<file path="src/rtl/swm_pkg.sv">
// Shared types and constants for the sliding-window median filter.
// No dependencies; used by swm_cell and sliding_window_median_top.
`default_nettype none

package swm_pkg;

  localparam int DATA_W         = 32;
  localparam int CFG_W          = 7;
  // Counts cover the full parameter range (up to 1024 cells).
  localparam int CNT_W          = 11;
  localparam int AGE_W          = 10;
  localparam int MAX_WINDOW_DEF = 64;
  localparam logic [CFG_W-1:0] WINDOW_SIZE_RST = CFG_W'(3);

  // Old entry handed from a cell to its left neighbor.
  typedef struct packed {
    logic [DATA_W-1:0] val;
    logic [AGE_W-1:0]  age;
  } swm_entry_t;

  // Compacted entry and flags handed from a cell to its right neighbor.
  typedef struct packed {
    logic [DATA_W-1:0] val;
    logic [AGE_W-1:0]  age;
    logic              gt;
    logic              rl;
  } swm_link_t;

  // Broadcast control from the top level to every cell.
  typedef struct packed {
    logic              en;
    logic              full;
    logic [DATA_W-1:0] sample;
    logic [CNT_W-1:0]  cnt;
    logic [CNT_W-1:0]  wm1;
    logic [CNT_W-1:0]  med_idx;
  } swm_ctl_t;

endpackage

`default_nettype wire

</file>
<file path="src/rtl/swm_cell.sv">
// One cell of the sorted window: holds a value and its age.
// Depends on swm_pkg; instantiated in a row by sliding_window_median_top.
`default_nettype none

module swm_cell import swm_pkg::*; #(
  parameter int IDX = 0,
  parameter int AW  = 6
) (
  input  wire logic       clk,
  input  wire swm_ctl_t   ctl,
  input  wire swm_link_t  left_in,
  input  wire swm_entry_t right_in,
  output swm_link_t       right_out,
  output swm_entry_t      left_out,
  output logic [DATA_W-1:0] tap
);

  logic [DATA_W-1:0] val;
  logic [AW-1:0]     age;

  logic              rm;
  logic              rl;
  logic              cvalid;
  logic              cgt;
  logic [DATA_W-1:0] c_val;
  logic [AGE_W-1:0]  c_age;
  logic [DATA_W-1:0] val_next;
  logic [AW-1:0]     age_next;

  always_comb begin
    // The oldest sample of a full window leaves from this cell.
    rm     = ctl.full && (CNT_W'(IDX) <= ctl.wm1) && (CNT_W'(age) == ctl.wm1);
    rl     = left_in.rl || rm;
    // Close the gap: take the right neighbor once the removal is at or left of here.
    c_val  = rl ? right_in.val : val;
    c_age  = rl ? right_in.age : AGE_W'(age);
    cvalid = CNT_W'(IDX) < ctl.cnt;
    cgt    = cvalid && (c_val > ctl.sample);
    if (left_in.gt) begin
      val_next = left_in.val;
      age_next = AW'(left_in.age + AGE_W'(1));
    end else if (cgt || !cvalid) begin
      val_next = ctl.sample;
      age_next = '0;
    end else begin
      val_next = c_val;
      age_next = AW'(c_age + AGE_W'(1));
    end
  end

  always_ff @(posedge clk) begin
    if (ctl.en) begin
      val <= val_next;
      age <= age_next;
    end
  end

  assign right_out = '{val: c_val, age: c_age, gt: cgt, rl: rl};
  assign left_out  = '{val: val, age: AGE_W'(age)};
  assign tap       = (CNT_W'(IDX) == ctl.med_idx) ? val : '0;

endmodule

`default_nettype wire

</file>
<file path="config.mk">
export PLATFORM = sky130hd
export DESIGN_NAME = swm_cell
export DESIGN_NICKNAME = d
export VERILOG_FILES = /design/src/rtl/swm_pkg.sv /design/src/rtl/swm_cell.sv
export SDC_FILE = /design/constraint.sdc
export NUM_CORES = 1
export LEC_CHECK = 0
export BUFFER_PORTS_ARGS = -buffer_cell sky130_fd_sc_hd__clkbuf_2
export CAP_MARGIN = 0
export CELL_PAD_IN_SITES_DETAIL_PLACEMENT = 1
export CELL_PAD_IN_SITES_GLOBAL_PLACEMENT = 1
export CORE_MARGIN = 4
export CORE_UTILIZATION = 30
export DETAILED_ROUTE_END_ITERATION = 8
export PLACE_DENSITY_LB_ADDON = 0.1
export SLEW_MARGIN = 20
export SYNTH_ARGS = -nofsm -noshare
export SYNTH_HDL_FRONTEND = slang
export SYNTH_SLANG_ARGS = --single-unit
</file>
<file path="constraint.sdc">
create_clock -name clk -period 5.15 [get_ports clk]
set_input_delay 0.515 -clock clk [delete_from_list [all_inputs] [get_ports clk]]
set_output_delay 0.515 -clock clk [all_outputs]
set_load 0.01 [all_outputs]
</file>
After elaboration in Yosys (flattened, before gate mapping). Index checks and enable logic that the tools add are counted.

Word-level logic and storage cells: 22. Register bits after elaboration: 38.

Eq/ne operators: 1. $lt $le $gt $ge: 3. Reduce and logical (&&, ||, !) cells: 7. Mux-type cells: 7. $add $sub $neg: 2.

Operators by type and width (count): 2-to-1 mux 32 bit (4); greater-than comparator 32 bit (1); adder 6 x 1 -> 6 bit, second input constant (2); 2-to-1 mux 6 bit (2); equality test 6 x 11 -> 1 bit (1); <= comparator 1 x 11 -> 1 bit, first input constant (1); logical NOT 11 bit (1); less-than comparator 1 x 11 -> 1 bit, first input constant (1); 2-to-1 mux 10 bit (1); logical AND 1 bit (3); logical OR 1 bit (2); logical NOT 1 bit (1).

Longest topological paths before layout. Gate-level depths: netlist of run 1.

Depth in word-level cells: 10. Depth in mapped cells: 16. Mapped depth without buffers: 12.

Least setup slack after synthesis of run 1. Ideal clock, no wire load.

Path type: input -> output. Start: input port ctl[20] (netlist bit). End: output port right_out[1] (netlist bit). Arrival: 3.702 ns. Data required time: 4.635 ns. Cell stages on the path: 15. Path slack: 0.933 ns. Path buffers: 4. Cells stage by stage: or4b_1 -> nor3_1 -> a41oi_1 -> clkbuf_1 -> mux2_2 -> ha_1 -> a21oi_1 -> nand2_1 -> a221o_1 -> o311a_1 -> buf_2 -> clkbuf_1 -> nor2_1 -> nor2_1 -> buf_4.

RTL lines: start: declaration (line swm_cell.sv:10) `input wire swm_ctl_t ctl,`; end: declaration (line swm_cell.sv:13) `output swm_link_t right_out,`.

==> impl_metrics.env, run 1 <==
export IMPL_design_area_sq_mm=0.005742
export IMPL_cts_root_buf="clkbuf_16"
export IMPL_ctsResizeCount=0
export IMPL_power_density_mw_per_mm2=211.8
export IMPL_post_place_ws_ps=335.1
export IMPL_grt_setup_unrepaired="false"
export IMPL_ys_types=39
export IMPL_arrival_ps=4150
export IMPL_firstDrtPassIters=5
export IMPL_hold_end="val[14]"
export IMPL_p_int_uw=780.1
export IMPL_critical_path_required_ps=4640
export IMPL_hold_path_class="in -> reg"
export IMPL_seq_area_frac_synth_pct=27.59
export IMPL_mostFrequentLayoutCells="262 x clkbuf_2, 67 x inv_1, 39 x nor4_1, 38 x mux2_2, 38 x edfxtp_1"
export IMPL_clockBufferDepth=2
export IMPL_antenna_found_initial=0
export IMPL_cp_end_kind="output port"
export IMPL_hold_viol_final=0
export IMPL_synth_top_cells_by_area="edfxtp_1 28%, mux2_2 10%, ha_1 10%"
export IMPL_holdPathStages=3
export IMPL_setup_viol=0
export IMPL_status="finished, final reports clean"
export IMPL_maxCapViolCount=0
export IMPL_die_w_microns=125.4
export IMPL_rrSetupSlack_ps=600
export IMPL_syn_inst=459
export IMPL_drive_gt1_share_pct=49.86
export IMPL_synth_area_sq_mm=0.004136
export IMPL_path_cells="xor2_1 > nor4_1 > a41oi_4 > buf_4 > mux2_2 > ha_1 > nand4_1 > nor4_4 > nand2_1 > a22o_2 > buf_4 > nor2_1 > nor2_1 > clkbuf_2"
export IMPL_synthArstFlopShare_pct=0
export IMPL_worst_path_max_fanout=32
export IMPL_yosysWarnings=0
export IMPL_via_count=4450
export IMPL_ir_worst_vdd_mv=0.09782
export IMPL_power_frac_comb_pct=40.8
export IMPL_start_util_pct=30.99
export IMPL_htreeDepth=2
export IMPL_antenna_cells=0
export IMPL_max_slew_margin_pct=38.48
export IMPL_pwr_share_clk_pct=25.5
export IMPL_gp_congestion=0.8611
export IMPL_critPathLaunchType="flop"
export IMPL_tritoncts="done"
export IMPL_dp_hpwl_microns=12650
export IMPL_nFillCells=1647
export IMPL_fin_cells=882
export IMPL_setup_ws_ps=486.5
export IMPL_fin_crit_sh_pct=90.55
export IMPL_drt_vias_per_instance=5.045
export IMPL_fin_skew_ps=5.998
export IMPL_regToRegEndpoint="val[30]"
export IMPL_postRouteWirelength_microns=16010
export IMPL_drt_iter0_drc=182
export IMPL_syn_avg_cell_area_sq_um=9.012
export IMPL_power_leakage_nw=2.913
export IMPL_synth_top_area_share_pct=27.59
export IMPL_rows=42
export IMPL_grt_max_degree=76
export IMPL_seq_power_share_pct=33.7
export IMPL_cts_num_sinks=38
export IMPL_clkTransAtPathRegs_ps=60
export IMPL_worst_slew_pin_slew_ps=922.8
export IMPL_wire_per_inst_microns=18.15
export IMPL_final_antenna_net_count=0
export IMPL_numCtsBuffers=5
export IMPL_io_pin_count=272
export IMPL_ctsHoldBuffers=0
export IMPL_r2r_start="age[2]"
export IMPL_io_buffers=263
export IMPL_grt_pass1_vias=4734
export IMPL_yosys_most_used_dff="edfxtp_1"
export IMPL_layout_commonest_cell="clkbuf_2"
export IMPL_die_y_microns=125.4
export IMPL_postLayoutCoreUtil_pct=43.02
export IMPL_yosys_area_top_type="edfxtp_1"
export IMPL_grt_pass1_wl_microns=25070
export IMPL_fmax_mhz=214.4
export IMPL_critPathMaxStageDelay_ps=520
export IMPL_areaGrowthSynthToFinish_pct=38.81
export IMPL_r2r_cells=13
export IMPL_drc=0
export IMPL_gr_usage_all_layers_pct=19.59
export IMPL_path_buf_inv=3
export IMPL_final_nets=893
export IMPL_crit_family="simple AND/OR/NAND/NOR gates"
export IMPL_p_total_mw=1.216
export IMPL_clk_latency_ps=290
export IMPL_critPathKind="reg -> out"
export IMPL_coreArea_sq_mm=0.01335
export IMPL_grt_overflow=0
export IMPL_fp_dieArea_sq_mm=0.01573
export IMPL_cpMaxStageDelayCell="nor4_1"
export IMPL_min_delay_start="left_in[26]"
export IMPL_dp_cells=874
export IMPL_fin_crit_ps=4664
export IMPL_cts_setup_buffers=0
export IMPL_maxSlewViolCount=0
export IMPL_switching_share_pct=35.84
export IMPL_switching_power_uw=435.8
export IMPL_setup_tns_ps=0
export IMPL_whs_ps=582.6
export IMPL_synth_edff_count=38
export IMPL_ys_ff_latch=38
export IMPL_place_area_sq_mm=0.005604
flip-flops by register name (all words and copies together) (netlist names):
name,cells
val,32
age,6
layout make-up:
cell class                 count  area, sq um  share of cell area (%)
tap                          176        220.2                   3.835
sequential                    38         1141                   19.87
clock buffer                   6        128.9                   2.245
inverter                      67        251.5                   4.380
clock inverter                 2        8.758                  0.1525
multi-input combinational    319         2580                   44.93
timing repair buffer         274         1411                   24.58
worst max path at each step:
stage,start,end,slack [ps],depth (start not counted)
6_report,age[2],right_out[1],490,14
5_1_grt,age[2],right_out[1],200,14
4_1_cts,age[2],right_out[1],390,14
3_5_place_dp,ctl[20],val[30],340,14
3_3_place_gp,ctl[20],val[30],460,14
2_1_floorplan,ctl[20],right_out[1],930,15
worst min-delay path, stage by stage:
cell and delay, ps:
clkbuf_2 80, inv_1 60, a221oi_2 50
synthesized netlist by cell type, types with 2 or more instances:
| library cell | n |
|---|---|
| nor3_1 | 2 |
| nor2b_1 | 5 |
| a221o_1 | 3 |
| nand2b_1 | 2 |
| nor4_1 | 40 |
| o31ai_1 | 4 |
| mux2_2 | 38 |
| xor2_1 | 8 |
| xnor2_1 | 9 |
| a221oi_2 | 25 |
| o21ai_0 | 6 |
| nor2_1 | 37 |
| nand4_1 | 7 |
| inv_1 | 67 |
| ha_1 | 34 |
| buf_4 | 6 |
| a21oi_1 | 13 |
| buf_6 | 5 |
| a22o_1 | 2 |
| nand2_1 | 17 |
| and2_1 | 32 |
| clkbuf_1 | 26 |
| nand3_1 | 11 |
| edfxtp_1 | 38 |
| a221oi_1 | 7 |
| or2_2 | 2 |
cells by family (layout without fill, tap and decap cells):
logic type | count (synthesis) | after routing | synth area share (%)
other | 1 | 4 | 0.09066
buffers and inverters | 105 | 349 | 11.01
multiplexers | 38 | 38 | 10.34
AND/OR/NAND/NOR | 160 | 160 | 21.14
XOR/XNOR | 17 | 17 | 3.600
adder cells (fa/ha/maj) | 34 | 34 | 10.28
AO/OA/AOI/OAI | 66 | 66 | 15.94
flip-flops | 38 | 38 | 27.59
power by group through the flow:
stage	combinational [mW]	sequential (mW)	clock, mW
floorplan	0.291	0.424	0
global placement	0.486	0.415	0
detailed placement	0.501	0.416	0
CTS	0.503	0.410	0.320
global route	0.549	0.416	0.333
finish	0.496	0.410	0.310
per-layer routing:
metal	routed length, microns	GRT usage, %	up-vias	part of all wire, %
li1	-	-	2144	-
met1	6626	23.36	2120	41
met2	8076	35.81	171	50
met3	1084	4.691	15	6.8
met4	223	3.827	0	1.4
met5	0	0	-	0
Power figures use the tool's default switching activity.
==> run 2, diff against run 1 <==
- CELL_PAD_IN_SITES_DETAIL_PLACEMENT: 1 -> 0
==> impl_metrics.env, run 2 (synthesized netlist as in run 1, its figures left out) <==
export IMPL_r2r_start="age[2]"
export IMPL_maxCapViolCount=0
export IMPL_cpMaxStageDelayCell="edfxtp_1"
export IMPL_numCtsBuffers=5
export IMPL_grt_setup_unrepaired="false"
export IMPL_clkTransAtPathRegs_ps=60
export IMPL_arrival_ps=4100
export IMPL_final_antenna_net_count=0
export IMPL_clockBufferDepth=2
export IMPL_nFillCells=1385
export IMPL_firstDrtPassIters=4
export IMPL_worst_path_max_fanout=32
export IMPL_path_buf_inv=3
export IMPL_cts_root_buf="clkbuf_16"
export IMPL_power_density_mw_per_mm2=209.9
export IMPL_r2r_cells=13
export IMPL_postRouteWirelength_microns=14610
export IMPL_ctsHoldBuffers=0
export IMPL_fin_crit_sh_pct=89.53
export IMPL_critPathMaxStageDelay_ps=490
export IMPL_max_slew_margin_pct=39.37
export IMPL_clk_latency_ps=290
export IMPL_min_delay_start="left_in[26]"
export IMPL_cp_depth=14
export IMPL_grt_max_degree=76
export IMPL_holdPathStages=3
export IMPL_ctsResizeCount=0
export IMPL_grt_pass1_wl_microns=23020
export IMPL_layout_commonest_cell="clkbuf_2"
export IMPL_critPathKind="reg -> out"
export IMPL_status="finished, final reports clean"
export IMPL_via_count=4341
export IMPL_coreArea_sq_mm=0.01335
export IMPL_maxSlewViolCount=0
export IMPL_path_cells="xor2_1 > nor4_1 > a41oi_4 > buf_4 > mux2_2 > ha_1 > nand4_2 > nor4_4 > nand2_1 > a22o_2 > buf_4 > nor2_1 > nor2_1 > clkbuf_2"
export IMPL_areaGrowthSynthToFinish_pct=38.69
export IMPL_die_y_microns=125.4
export IMPL_die_w_microns=125.4
export IMPL_setup_tns_ps=0
export IMPL_critPathLaunchType="flop"
export IMPL_cp_end_kind="output port"
export IMPL_io_buffers=263
export IMPL_critical_path_required_ps=4640
export IMPL_worst_slew_pin_slew_ps=909.5
export IMPL_regArea_sq_mm=0.001141
export IMPL_drc=0
export IMPL_power_leakage_nw=2.909
export IMPL_htreeDepth=2
export IMPL_largest_reg_flops=32
export IMPL_mostFrequentLayoutCells="262 x clkbuf_2, 67 x inv_1, 39 x nor4_1, 38 x mux2_2, 38 x edfxtp_1"
export IMPL_wire_per_inst_microns=16.59
export IMPL_gr_usage_all_layers_pct=17.88
export IMPL_fp_dieArea_sq_mm=0.01573
export IMPL_gp_congestion=0.8611
export IMPL_ir_worst_vdd_mv=0.1009
export IMPL_fmax_mhz=216.9
export IMPL_postLayoutCoreUtil_pct=42.98
export IMPL_multi_input_area_sq_mm=0.002580
export IMPL_antenna_found_initial=0
export IMPL_final_nets=893
export IMPL_drive_gt1_share_pct=49.79
export IMPL_hold_viol_final=0
export IMPL_io_pin_count=272
export IMPL_tritoncts="done"
export IMPL_crit_family="simple AND/OR/NAND/NOR gates"
export IMPL_fin_crit_ps=4611
export IMPL_grt_pass1_vias=4279
export IMPL_dp_hpwl_microns=11460
export IMPL_drt_iter0_drc=210
export IMPL_cts_num_sinks=38
export IMPL_reg_top3="val x32, age x6"
export IMPL_fin_skew_ps=11.38
export IMPL_setup_viol=0
export IMPL_hold_path_class="in -> reg"
export IMPL_cp_startpoint="age[2]"
export IMPL_grt_overflow=0
export IMPL_p_total_mw=1.204
export IMPL_drt_vias_per_instance=4.927
export IMPL_cts_setup_buffers=0
export IMPL_top_register="val"
export IMPL_rows=42
export IMPL_antenna_cells=0
export IMPL_start_util_pct=30.99
==> run 2: area by class of cell <==
cell class	instances	area share, %
Clock buffer	7	2.312
Sequential cell	38	19.89
Multi-Input combinational cell	319	44.97
Inverter	67	4.384
Tap cell	176	3.839
Timing Repair Buffer	274	24.60
==> run 2: per-layer routing <==
layer	GRT usage, %	routed length [microns]
met1	22.99	6273
met2	31.03	7159
met3	4.094	1079
met4	3.061	100
met5	0	0
==> run 2: metrics by stage <==
step	cells	worst slack, ps	hold WS [ps]	instance area (sq um)
final	881	539.1	580.1	5737
after global routing	881	313.9	584.5	5737
after CTS	881	461.0	575.7	5737
after detailed placement	874	371.2	878.5	5604
after global placement	873	463.9	865.7	5584
after floorplan	462	932.8	627.5	4148
==> run 2: power breakdown <==
part	switching (mW)	total, mW	internal [mW]
sequential	0.0250	0.409	0.384
clock	0.129	0.307	0.178
combinational	0.270	0.488	0.218
total	0.424	1.20	0.780
==> run 2: worst reg2reg max path, stage by stage (launching register included) <==
cell,delay (ps)
edfxtp_1,490
xor2_1,190
nor4_1,490
a41oi_4,170
buf_4,290
mux2_2,380
ha_1,340
nand4_2,190
nor4_4,360
nand2_1,110
a22o_2,290
or3_2,460
buf_4,250
a221oi_1,330
==> run 2: final timing paths <==
path / to / slack [ps]
worst max-delay path: right_out[1] / 540
worst min-delay path: val[14] / 580
worst max register to register: val[30] / 620
worst min register to register: val[6] / 900
